### src/hdl/nct_pkg.sv
// Shared types and constants for the nearest centroid tracker.
// Used by nct_dist, nct_slots and nearest_centroid_tracker.
package nct_pkg;

    localparam int XY_W           = 12;
    localparam int MD_W           = 12;
    localparam int ABS_W          = 8;
    localparam int ID_W           = 32;
    localparam int ACT_OUT_W      = 5;
    localparam int CFG_W          = 12;
    localparam int COORD_MAX_W    = 16;
    localparam int DEF_MAX_SLOTS  = 16;
    localparam int DEF_COORD_BITS = 12;

    localparam logic [MD_W-1:0]  MD_RESET         = 12'd80;
    localparam logic [ABS_W-1:0] MAX_ABSENT_RESET = 8'd8;
    localparam logic [ABS_W-1:0] ABS_SAT          = 8'd255;

    localparam logic [0:0] REG_MATCH_DIST = 1'b0;
    localparam logic [0:0] REG_MAX_ABSENT = 1'b1;

    typedef struct packed {
        logic            kind;
        logic [XY_W-1:0] x_pos;
        logic [XY_W-1:0] y_pos;
    } t_in;

    typedef struct packed {
        logic [ID_W-1:0]      object_id;
        logic                 is_new;
        logic                 dropped;
        logic [ACT_OUT_W-1:0] active_count;
    } t_out;

    typedef struct packed {
        logic we_pos;
        logic we_abs;
        logic we_id;
        logic set_valid;
        logic clr_valid;
    } t_slot_wr;

    typedef enum logic [2:0] {
        ST_IDLE,
        ST_SCAN,
        ST_DECIDE,
        ST_AGE,
        ST_DONE
    } t_state;

endpackage

### src/hdl/nct_dist.sv
// Shared squared-distance unit: |a-b|^2 + |c-d|^2 in two register stages.
// Carries an opaque tag alongside each operand set. Uses nct_pkg.
module nct_dist
    import nct_pkg::*;
#(
    parameter int DW    = 12,
    parameter int TAG_W = 8
) (
    input  logic              i_clk,
    input  logic              i_rst_n,
    input  logic              i_valid,
    input  logic [DW-1:0]     i_a,
    input  logic [DW-1:0]     i_b,
    input  logic [DW-1:0]     i_c,
    input  logic [DW-1:0]     i_d,
    input  logic [TAG_W-1:0]  i_tag,
    output logic              o_valid,
    output logic [2*DW:0]     o_dist,
    output logic [TAG_W-1:0]  o_tag
);

    logic             r_a_vld;
    logic [DW-1:0]    r_dx;
    logic [DW-1:0]    r_dy;
    logic [TAG_W-1:0] r_a_tag;
    logic             r_b_vld;
    logic [2*DW:0]    r_dist;
    logic [TAG_W-1:0] r_b_tag;
    logic [2*DW-1:0]  sq_x;
    logic [2*DW-1:0]  sq_y;

    assign sq_x = (2*DW)'(r_dx) * (2*DW)'(r_dx);
    assign sq_y = (2*DW)'(r_dy) * (2*DW)'(r_dy);

    always_ff @(posedge i_clk) begin
        if (!i_rst_n) begin
            r_a_vld <= 1'b0;
            r_b_vld <= 1'b0;
        end else begin
            r_a_vld <= i_valid;
            r_b_vld <= r_a_vld;
        end
    end

    always_ff @(posedge i_clk) begin
        r_dx    <= (i_a >= i_b) ? (i_a - i_b) : (i_b - i_a);
        r_dy    <= (i_c >= i_d) ? (i_c - i_d) : (i_d - i_c);
        r_a_tag <= i_tag;
        r_dist  <= {1'b0, sq_x} + {1'b0, sq_y};
        r_b_tag <= r_a_tag;
    end

    assign o_valid = r_b_vld;
    assign o_dist  = r_dist;
    assign o_tag   = r_b_tag;

endmodule

### src/hdl/nct_slots.sv
// Object table: valid flags in flops, centroid, absence count and id arrays
// with one registered read port and one write port. Uses nct_pkg.
module nct_slots
    import nct_pkg::*;
#(
    parameter int MAX_SLOTS  = DEF_MAX_SLOTS,
    parameter int COORD_BITS = DEF_COORD_BITS,
    parameter int IDX_W      = 4
) (
    input  logic                  i_clk,
    input  logic                  i_rst_n,
    input  logic [IDX_W-1:0]      i_raddr,
    output logic                  o_rd_valid,
    output logic [COORD_BITS-1:0] o_rd_x,
    output logic [COORD_BITS-1:0] o_rd_y,
    output logic [ABS_W-1:0]      o_rd_abs,
    output logic [ID_W-1:0]       o_rd_id,
    input  t_slot_wr              i_wr,
    input  logic [IDX_W-1:0]      i_waddr,
    input  logic [COORD_BITS-1:0] i_wx,
    input  logic [COORD_BITS-1:0] i_wy,
    input  logic [ABS_W-1:0]      i_wabs,
    input  logic [ID_W-1:0]       i_wid
);

    logic [MAX_SLOTS-1:0]  r_valid;
    logic [COORD_BITS-1:0] r_mem_x   [MAX_SLOTS];
    logic [COORD_BITS-1:0] r_mem_y   [MAX_SLOTS];
    logic [ABS_W-1:0]      r_mem_abs [MAX_SLOTS];
    logic [ID_W-1:0]       r_mem_id  [MAX_SLOTS];
    logic                  r_rd_valid;
    logic [COORD_BITS-1:0] r_rd_x;
    logic [COORD_BITS-1:0] r_rd_y;
    logic [ABS_W-1:0]      r_rd_abs;
    logic [ID_W-1:0]       r_rd_id;

    always_ff @(posedge i_clk) begin
        if (!i_rst_n) begin
            r_valid <= '0;
        end else if (i_wr.set_valid) begin
            r_valid[i_waddr] <= 1'b1;
        end else if (i_wr.clr_valid) begin
            r_valid[i_waddr] <= 1'b0;
        end
    end

    always_ff @(posedge i_clk) begin
        if (i_wr.we_pos) begin
            r_mem_x[i_waddr] <= i_wx;
            r_mem_y[i_waddr] <= i_wy;
        end
        if (i_wr.we_abs) begin
            r_mem_abs[i_waddr] <= i_wabs;
        end
        if (i_wr.we_id) begin
            r_mem_id[i_waddr] <= i_wid;
        end
        r_rd_valid <= r_valid[i_raddr];
        r_rd_x     <= r_mem_x[i_raddr];
        r_rd_y     <= r_mem_y[i_raddr];
        r_rd_abs   <= r_mem_abs[i_raddr];
        r_rd_id    <= r_mem_id[i_raddr];
    end

    assign o_rd_valid = r_rd_valid;
    assign o_rd_x     = r_rd_x;
    assign o_rd_y     = r_rd_y;
    assign o_rd_abs   = r_rd_abs;
    assign o_rd_id    = r_rd_id;

endmodule

### src/hdl/nearest_centroid_tracker.sv
// Nearest centroid tracker: sequencer, config registers and result register.
// Detection: the result follows a serial slot scan through one table read port
// and the shared distance unit (3-stage lag), then a decide step.
// Aging tick: the result follows a serial pass over all slots. One item
// at a time. Sync reset clears valid flags, next id, count and config to defaults.
// Uses nct_pkg, nct_dist, nct_slots.
module nearest_centroid_tracker
    import nct_pkg::*;
#(
    parameter int MAX_SLOTS  = DEF_MAX_SLOTS,
    parameter int COORD_BITS = DEF_COORD_BITS
) (
    input  logic             i_clk,
    input  logic             i_rst_n,
    input  logic             i_in_valid,
    input  t_in              i_in_data,
    output logic             o_in_stall,
    output logic             o_out_valid,
    output t_out             o_out_data,
    input  logic             i_out_stall,
    input  logic             i_cfg_we,
    input  logic [0:0]       i_cfg_idx,
    input  logic [CFG_W-1:0] i_cfg_wdata
);

    localparam int IDX_W = (MAX_SLOTS > 1) ? $clog2(MAX_SLOTS) : 1;
    localparam int CNT_W = $clog2(MAX_SLOTS + 4);
    localparam int ACT_W = $clog2(MAX_SLOTS + 1);
    localparam int DW    = (COORD_BITS > MD_W) ? COORD_BITS : MD_W;
    localparam int D_W   = 2 * DW + 1;
    localparam int TAG_W = 2 + IDX_W + ID_W;

    t_state                r_state;
    t_state                n_state;
    logic [CNT_W-1:0]      r_cnt;
    logic [MD_W-1:0]       r_match_dist;
    logic [ABS_W-1:0]      r_max_absent;
    logic [COORD_BITS-1:0] r_x;
    logic [COORD_BITS-1:0] r_y;
    logic [ID_W-1:0]       r_next_id;
    logic [ACT_W-1:0]      r_active;

    logic                  r_s1_go;
    logic                  r_s1_thr;
    logic [IDX_W-1:0]      r_s1_idx;

    logic                  r_found;
    logic [IDX_W-1:0]      r_best_idx;
    logic [D_W-1:0]        r_best_d;
    logic [ID_W-1:0]       r_best_id;
    logic                  r_free_found;
    logic [IDX_W-1:0]      r_free_idx;
    logic [D_W-1:0]        r_thr;

    logic [ID_W-1:0]       r_res_id;
    logic                  r_res_new;
    logic                  r_res_drop;
    logic                  r_out_vld;
    t_out                  r_out;

    logic                  in_xfer;
    logic [COORD_MAX_W-1:0] in_x_ext;
    logic [COORD_MAX_W-1:0] in_y_ext;
    logic                  issue_go;
    logic                  issue_thr;
    logic [IDX_W-1:0]      issue_idx;
    logic [IDX_W-1:0]      waddr;
    logic [ABS_W-1:0]      wabs;
    t_slot_wr              wr;
    logic                  is_match;
    logic                  load_out;

    logic                  rd_valid;
    logic [COORD_BITS-1:0] rd_x;
    logic [COORD_BITS-1:0] rd_y;
    logic [ABS_W-1:0]      rd_abs;
    logic [ID_W-1:0]       rd_id;
    logic [ABS_W-1:0]      abs_inc;
    logic                  age_free;

    logic                  dist_in_vld;
    logic [DW-1:0]         op_a;
    logic [DW-1:0]         op_b;
    logic [DW-1:0]         op_c;
    logic [DW-1:0]         op_d;
    logic [TAG_W-1:0]      tag_in;
    logic                  dist_vld;
    logic [D_W-1:0]        sq_dist;
    logic [TAG_W-1:0]      tag_out;
    logic                  t_live;
    logic                  t_thr;
    logic [IDX_W-1:0]      t_idx;
    logic [ID_W-1:0]       t_id;
    logic                  better;
    logic [31:0]           act_ext;

    assign in_xfer  = i_in_valid && !o_in_stall;
    assign in_x_ext = COORD_MAX_W'(i_in_data.x_pos);
    assign in_y_ext = COORD_MAX_W'(i_in_data.y_pos);

    // config
    always_ff @(posedge i_clk) begin
        if (!i_rst_n) begin
            r_match_dist <= MD_RESET;
            r_max_absent <= MAX_ABSENT_RESET;
        end else if (i_cfg_we) begin
            unique case (i_cfg_idx)
                REG_MATCH_DIST: r_match_dist <= i_cfg_wdata;
                REG_MAX_ABSENT: r_max_absent <= i_cfg_wdata[ABS_W-1:0];
                default: ;
            endcase
        end
    end

    // next state
    always_comb begin
        n_state = r_state;
        unique case (r_state)
            ST_IDLE:   if (in_xfer) n_state = i_in_data.kind ? ST_AGE : ST_SCAN;
            ST_SCAN:   if (r_cnt == CNT_W'(MAX_SLOTS + 3)) n_state = ST_DECIDE;
            ST_DECIDE: n_state = ST_DONE;
            ST_AGE:    if (r_cnt == CNT_W'(MAX_SLOTS)) n_state = ST_DONE;
            ST_DONE:   if (!r_out_vld || !i_out_stall) n_state = ST_IDLE;
            default:   n_state = ST_IDLE;
        endcase
    end

    assign is_match = r_found && (r_best_d <= r_thr);
    assign abs_inc  = (rd_abs == ABS_SAT) ? rd_abs : rd_abs + 1'b1;
    assign age_free = rd_valid && (abs_inc > r_max_absent);

    // outputs of the sequencer
    always_comb begin
        o_in_stall = 1'b1;
        issue_go   = 1'b0;
        issue_thr  = 1'b0;
        issue_idx  = '0;
        wr         = '0;
        waddr      = r_s1_idx;
        wabs       = '0;
        load_out   = 1'b0;
        unique case (r_state)
            ST_IDLE: begin
                o_in_stall = 1'b0;
            end
            ST_SCAN: begin
                issue_go  = (r_cnt <= CNT_W'(MAX_SLOTS));
                issue_thr = (r_cnt == '0);
                issue_idx = IDX_W'(r_cnt - 1'b1);
            end
            ST_AGE: begin
                issue_go  = (r_cnt < CNT_W'(MAX_SLOTS));
                issue_idx = IDX_W'(r_cnt);
                if (r_s1_go) begin
                    wr.we_abs    = rd_valid;
                    wr.clr_valid = age_free;
                    wabs         = abs_inc;
                end
            end
            ST_DECIDE: begin
                if (is_match) begin
                    waddr     = r_best_idx;
                    wr.we_pos = 1'b1;
                    wr.we_abs = 1'b1;
                end else if (r_free_found) begin
                    waddr        = r_free_idx;
                    wr.we_pos    = 1'b1;
                    wr.we_abs    = 1'b1;
                    wr.we_id     = 1'b1;
                    wr.set_valid = 1'b1;
                end
            end
            ST_DONE: begin
                load_out = !r_out_vld || !i_out_stall;
            end
            default: ;
        endcase
    end

    always_ff @(posedge i_clk) begin
        if (!i_rst_n) begin
            r_state   <= ST_IDLE;
            r_cnt     <= '0;
            r_s1_go   <= 1'b0;
            r_next_id <= '0;
            r_active  <= '0;
            r_out_vld <= 1'b0;
        end else begin
            r_state <= n_state;
            r_s1_go <= issue_go;
            if (in_xfer) begin
                r_cnt <= '0;
            end else if (r_state == ST_SCAN || r_state == ST_AGE) begin
                r_cnt <= r_cnt + 1'b1;
            end
            if (r_state == ST_DECIDE && !is_match && r_free_found) begin
                r_next_id <= r_next_id + 1'b1;
                r_active  <= r_active + 1'b1;
            end else if (r_state == ST_AGE && r_s1_go && age_free) begin
                r_active <= r_active - 1'b1;
            end
            if (load_out) begin
                r_out_vld <= 1'b1;
            end else if (!i_out_stall) begin
                r_out_vld <= 1'b0;
            end
        end
    end

    // scan bookkeeping and result
    assign {t_live, t_thr, t_idx, t_id} = tag_out;
    assign better = !r_found || (sq_dist < r_best_d) ||
                    ((sq_dist == r_best_d) && (t_id < r_best_id));

    always_ff @(posedge i_clk) begin
        r_s1_thr <= issue_thr;
        r_s1_idx <= issue_idx;
        if (in_xfer) begin
            r_x          <= in_x_ext[COORD_BITS-1:0];
            r_y          <= in_y_ext[COORD_BITS-1:0];
            r_found      <= 1'b0;
            r_free_found <= 1'b0;
        end else if (dist_vld) begin
            if (t_thr) begin
                r_thr <= sq_dist;
            end else if (t_live) begin
                if (better) begin
                    r_found    <= 1'b1;
                    r_best_idx <= t_idx;
                    r_best_d   <= sq_dist;
                    r_best_id  <= t_id;
                end
            end else if (!r_free_found) begin
                r_free_found <= 1'b1;
                r_free_idx   <= t_idx;
            end
        end
        if (r_state == ST_DECIDE) begin
            r_res_id   <= is_match ? r_best_id : (r_free_found ? r_next_id : '0);
            r_res_new  <= !is_match && r_free_found;
            r_res_drop <= !is_match && !r_free_found;
        end else if (r_state == ST_AGE) begin
            r_res_id   <= '0;
            r_res_new  <= 1'b0;
            r_res_drop <= 1'b0;
        end
        if (load_out) begin
            r_out.object_id    <= r_res_id;
            r_out.is_new       <= r_res_new;
            r_out.dropped      <= r_res_drop;
            r_out.active_count <= act_ext[ACT_OUT_W-1:0];
        end
    end

    assign act_ext = 32'(r_active);

    // operands for the distance unit; the first token squares match_distance
    assign dist_in_vld = r_s1_go && (r_state == ST_SCAN);
    assign op_a   = r_s1_thr ? DW'(r_match_dist) : DW'(r_x);
    assign op_b   = r_s1_thr ? '0 : DW'(rd_x);
    assign op_c   = r_s1_thr ? '0 : DW'(r_y);
    assign op_d   = r_s1_thr ? '0 : DW'(rd_y);
    assign tag_in = {rd_valid, r_s1_thr, r_s1_idx, rd_id};

    nct_slots #(
        .MAX_SLOTS  (MAX_SLOTS),
        .COORD_BITS (COORD_BITS),
        .IDX_W      (IDX_W)
    ) u_slots (
        .i_clk      (i_clk),
        .i_rst_n    (i_rst_n),
        .i_raddr    (issue_idx),
        .o_rd_valid (rd_valid),
        .o_rd_x     (rd_x),
        .o_rd_y     (rd_y),
        .o_rd_abs   (rd_abs),
        .o_rd_id    (rd_id),
        .i_wr       (wr),
        .i_waddr    (waddr),
        .i_wx       (r_x),
        .i_wy       (r_y),
        .i_wabs     (wabs),
        .i_wid      (r_next_id)
    );

    nct_dist #(
        .DW    (DW),
        .TAG_W (TAG_W)
    ) u_dist (
        .i_clk   (i_clk),
        .i_rst_n (i_rst_n),
        .i_valid (dist_in_vld),
        .i_a     (op_a),
        .i_b     (op_b),
        .i_c     (op_c),
        .i_d     (op_d),
        .i_tag   (tag_in),
        .o_valid (dist_vld),
        .o_dist  (sq_dist),
        .o_tag   (tag_out)
    );

    assign o_out_valid = r_out_vld;
    assign o_out_data  = r_out;

endmodule

### config.mk
export PLATFORM = sky130hd
export DESIGN_NAME = nearest_centroid_tracker
export DESIGN_NICKNAME = d
export VERILOG_FILES = /design/src/hdl/nct_pkg.sv /design/src/hdl/nct_dist.sv /design/src/hdl/nct_slots.sv /design/src/hdl/nearest_centroid_tracker.sv
export SDC_FILE = /design/constraint.sdc
export NUM_CORES = 2
export LEC_CHECK = 0
export BUFFER_PORTS_ARGS = -buffer_cell sky130_fd_sc_hd__buf_4
export CORE_MARGIN = 4
export CORE_UTILIZATION = 55
export CTS_CLUSTER_DIAMETER = 150
export CTS_CLUSTER_SIZE = 30
export DETAILED_ROUTE_END_ITERATION = 8
export PLACE_DENSITY = 0.8
export SLEW_MARGIN = 30
export SYNTH_ARGS = -nofsm -noshare
export SYNTH_HDL_FRONTEND = slang
export SYNTH_HIERARCHICAL = 1
export SYNTH_SLANG_ARGS = --single-unit
### constraint.sdc
create_clock -name i_clk -period 6.85 [get_ports i_clk]
set_clock_uncertainty 0.15 [all_clocks]
set_input_delay 1.0275 -clock i_clk [delete_from_list [all_inputs] [get_ports i_clk]]
set_output_delay 1.0275 -clock i_clk [all_outputs]
set_load 0.005 [all_outputs]
======== Word level (Yosys, flattened, before mapping) ========
Memory sizes are Yosys's and may differ from the RTL's. A register that Yosys moved wholly into a read port is not among the register bits.
Cells that the tools add are included.
word-level totals
  register bits after elaboration ......... 405
  RAM bits ................................ 1024
  input bits .............................. 43
  output and inout port bits .............. 41
  memories kept ........................... 4
memories
  memory             depth  bits a word  read ports  clocked after Yosys merged registers in  write ports  RTL line         source
  u_slots.r_mem_id   16     32           1           1                                        1            nct_slots.sv:30  logic [ID_W-1:0] r_mem_id [MAX_SLOTS];
  u_slots.r_mem_x    16     12           1           1                                        1            nct_slots.sv:27  logic [COORD_BITS-1:0] r_mem_x [MAX_SLOTS];
  u_slots.r_mem_y    16     12           1           1                                        1            nct_slots.sv:28  logic [COORD_BITS-1:0] r_mem_y [MAX_SLOTS];
  u_slots.r_mem_abs  16     8            1           1                                        1            nct_slots.sv:29  logic [ABS_W-1:0] r_mem_abs [MAX_SLOTS];
operators by class
  add/subtract/negate cells ............... 11
  $mul .................................... 2
  $lt $le $gt $ge ......................... 11
  eq/ne operators ......................... 13
  mux-type cells .......................... 54
  bitwise logic cells ..................... 9
  reduce and logical (&&, ||, !) cells .... 35
operator list
  operator               count
  $mux 32                4
  $mux 12                6
  $mul 12x12->24         2
  $sub 12x12->12         4
  $add 32x1->32 const B  1
  $lt 32x32->1           1
  $mux 16                2
  $add 24x24->25         1
  $eq 25x25->1           1
  $le 25x25->1           1
  $lt 25x25->1           1
  $ge 12x12->1           2
  $mux 8                 3
  $mux 1                 19
  $and 16x16->16         1
  $mux 4                 4
  $not 16->16            1
  $or 16x16->16          1
  $pmux 3 s5             1
  $logic_and 1x1->1      12
  $mux 3                 4
  $add 5x1->5 const B    2
  $eq 5x5->1 const B     2
  $lt 4x5->1 const B     2
  other kinds (30)       57

======== Logic depth before layout (Yosys ltp) ========
  depth in word-level cells ............... 12
  mapped depth ............................ 25
  depth with buffers taken out ............ 24

======== By module ========
The synthesis kept the hierarchy.
by module, submodules not included
  module                    times used  cells an instance  area each (um^2)  sequential area each (um^2)
  nct_slots                 1           1773               40830.4           32371.0
  nct_dist                  1           1311               12758.5           2542.4
  nearest_centroid_tracker  1           1068               12321.8           7096.8

======== Least setup slack after synthesis ========
No wires, ideal clock.
  path type ............................... input to register
  start ................................... input port i_in_valid
  end ..................................... register r_best_d[0] (enable)
  setup time .............................. 0.564 ns
  arrival time ............................ 5.864 ns
  setup slack ............................. 0.272 ns
  stages on the path ...................... 5
  path through ............................ nand2_1 -> nand3_1 -> a2111oi_0 -> o21ai_0 -> o21ai_0
between the ends
  cells in the longest elaborated chain, start to end .. 3
ends and longest elaborated chain
  item                        RTL line                         source
  start: declaration          nearest_centroid_tracker.sv:15   input logic i_in_valid,
  $logic_and 1x1->1           nearest_centroid_tracker.sv:97   assign in_xfer = i_in_valid && !o_in_stall;
  $not 1->1 (no line)         -
  $reduce_and 5->1 (no line)  -
  end signal: assignment      nearest_centroid_tracker.sv:230  r_best_d <= sq_dist;
  end: declaration            nearest_centroid_tracker.sv:49   logic [D_W-1:0] r_best_d;
Every way passes these cells.
A chain may end at the register's enable or synchronous reset.

======== Worst setup path after layout ========
  start ................................... register u_dist.r_dy[1]
  end ..................................... register u_dist.r_dist[21] (netlist: u_dist/o_dist[21])
between the ends
  cells in the longest elaborated chain, start to end .. 2
ends and longest elaborated chain
  item                      RTL line        source
  start: declaration        nct_dist.sv:24  logic [DW-1:0] r_dy;
  start signal: assignment  nct_dist.sv:47  r_dy <= (i_c >= i_d) ? (i_c - i_d) : (i_d - i_c);
  $mul 12x12->24            nct_dist.sv:33  assign sq_y = (2*DW)'(r_dy) * (2*DW)'(r_dy);
  $add 24x24->25            nct_dist.sv:49  r_dist <= {1'b0, sq_x} + {1'b0, sq_y};
  end signal: assignment    nct_dist.sv:49
  end: declaration          nct_dist.sv:27  logic [2*DW:0] r_dist;
Every way passes these cells.

==> out/results.txt <==
total wire length - 139000 microns
yosys warns - 6
Clk Tree Root Cell - clkbuf_16
Distinct cells, synth - 86
cell count after synthesis - 4152
post-DP HPWL - 87200 microns
kind of critical path - reg -> reg
Yosys reg bits - 1493
routed len/inst - 23.9 microns
Final setup viols - 0
Critical Path Sink - u_dist/o_dist[21]
clock period minus worst slack - 6570 ps
RSZ-0062 raised after global routing - no
most used flip-flop cell after synthesis - edfxtp_1
Boundary Pins - 84
Pre-Repair DR Iteration Count - 6
fin nets - 4699
Crit path required time - 7330 ps
total CTS buffers - 55
clk sinks - 1493
CP max stage delay - 560 ps
CTS tree - built
Mean Syn Cell Area - 15.9 sq um
GRT Resource Usage Total - 22.1%
total negative slack - 0 ps
vias per cell - 6.03
worst path bufs/invs - 3
Post-synth EDFFs - 1211
reg2reg start - u_dist/r_dy[1]
Remaining Overflow, GRT - 0
Worst R2R End - u_dist/o_dist[21]
share of layout cells above drive strength 1 - 13.5%
Largest delay share family, worst path - adder cells
R2R cell count - 19
Die W - 354 microns
hold crit path type - reg -> reg
Worst R2R Setup Slack - 280 ps
max-slew violations - 0
CP max stage cell - fa_1
CTS max path bufs - 3
# DRC - 0
achievable frequency - 152 MHz
H-Tree Depth - 2
number of routed nets with antenna violations - 0
Initial DRC Count - 4161
ratio of final minimum period to clock period - 95.9%
port bufs - 83
final hold violation count - 0
worst-path cell chain - nand2_1 -> fa_1 -> fa_1 -> inv_1 -> fa_1 -> fa_1 -> fa_1 -> fa_1 -> inv_1 -> fa_1 -> inv_1 -> ha_1 -> and4_1 -> o21ai_1 -> or2_0 -> o22ai_1 -> or3_1 -> o211ai_1 -> xnor2_1
pin count of the biggest net entering global routing - 128
critical path startpoint category - flip-flop
gpl congestion - 0.840
Post-Synthesis Cell Area - 65900 sq um
most used cell, CP - fa_1
Clock transition at path regs - 120 ps
Data arrival, critical path - 7050 ps
Syn Nets - 4653
core area - 119000 sq um
Initial Utilization - 55.6%
first-pass GRT wire length - 213000 microns
worst-margin pin slew - 1030 ps
max_cap viols - 0
Critical Path Sink Type - flip-flop
Die Footprint - 125000 sq um
row cnt - 126
area delta synth->final - 6.34%
initial antenna violation count - 2
Critical Path Start - u_dist/r_dy[1]
ys async rst share - 0%
sequential cell area fraction in the yosys report - 63.7%
worst skew pair latency - 720 ps
Levels on crit path - 19
relative slew slack - 30.9%
Die Y - 354 microns
outcome - finished, final reports clean
routed via count - 35300
number of global-route vias before repair - 35500
CP max FO - 12
[placed cells by master (no fill, tap or decap), drive strengths merged, types with 32 or more instances in the layout]
master / synthesis / final
a21oi: 121 / 121
nand3: 40 / 40
o21ai: 77 / 77
a21o: 43 / 43
a22oi: 131 / 131
dfxtp: 282 / 282
inv: 453 / 456
fa: 209 / 209
buf: 68 / 167
nand2: 240 / 240
nand4: 35 / 35
mux4: 260 / 260
nor2b: 55 / 55
and2: 141 / 141
ha: 249 / 249
xnor2: 32 / 32
clkbuf: 110 / 97
edfxtp: 1211 / 1211
nor2: 65 / 65
[repair_timing]
action	4_1_cts	5_1_grt
setup endpoints to repair	0	6
buffers inserted	0	0
resized for setup	0	17
hold buffers	0	0
[sequential cells by signal, summed over array words and instances (netlist names), 25 cells and up, named ones only]
signal             flops
o_out_data            39
r_best_d              25
r_best_id             32
r_next_id             32
r_res_id              32
r_thr                 25
u_dist/o_dist         25
u_dist/o_tag          38
u_dist/r_a_tag        38
u_slots/o_rd_id       32
u_slots/r_mem_abs    128
u_slots/r_mem_id     512
u_slots/r_mem_x      192
u_slots/r_mem_y      192
[metrics by stage]
step	worst slack (ps)	instance area [sq um]	hold WS [ps]	util [%]	cells
2_1_floorplan	272	65900	160	-	4152
3_3_place_gp	291	68400	160	57.7	5741
3_5_place_dp	206	68400	162	57.7	5741
4_1_cts	164	70000	176	59.1	5843
5_1_grt	2.55	70100	187	59.1	5843
6_report	280	70100	175	59.1	5844
[worst min path at each step]
stage,startpoint,to,slack [ps],depth (start not counted)
after global placement,u_slots/o_rd_id[0],u_dist/r_a_tag[0],160,0
after detailed placement,u_dist/r_a_tag[25],u_dist/o_tag[25],160,0
final,u_slots/o_rd_id[13],u_dist/r_a_tag[13],170,0
after CTS,u_slots/o_rd_id[13],u_dist/r_a_tag[13],180,0
after global routing,u_dist/r_a_tag[32],u_dist/o_tag[32],190,0
after floorplan,u_dist/r_a_tag[0],u_dist/o_tag[0],160,0
[final cells by class]
cell class | count | area, sq um
fill | 8695 | 48500
sequential | 1493 | 42000
multi-input combinational | 2028 | 21400
tap | 1600 | 2000
inverter | 453 | 1700
clock buffer | 97 | 1530
timing repair buffer | 167 | 1370
clock inverter | 5 | 57.6
antenna | 1 | 2.50
[synth_stat cells (all sizes together) (77+ instances only)]
cell | number | area, sq um
clkbuf | 110 | 413
and2 | 141 | 882
a21oi | 121 | 613
edfxtp | 1211 | 36400
ha | 249 | 3120
inv | 453 | 1700
nand2 | 240 | 901
fa | 209 | 4180
a22oi | 131 | 983
o21ai | 77 | 393
mux4 | 260 | 5860
dfxtp | 282 | 5650
[routing by layer]
metal	global-route usage [%]	wire (microns)	vias to the layer above
li1	-	-	15300
met1	32.0	55400	18000
met2	35.7	67100	1704
met3	3.04	12300	243
met4	6.59	4550	0
met5	0	0	-
[logic make-up after synthesis]
logic type	after synthesis	synth area share (%)
multiplexers	299	9.50
AND/OR/NAND/NOR	687	5.44
flip-flops	1493	63.7
XOR/XNOR	62	0.824
AO/OA/AOI/OAI	522	5.44
adder cells (fa/ha/maj)	458	11.1
buffers and inverters	631	3.98
Power is left out: the tool's default activity adds up to more than one toggle a clock period on the data nets, which glitch-free logic cannot reach.
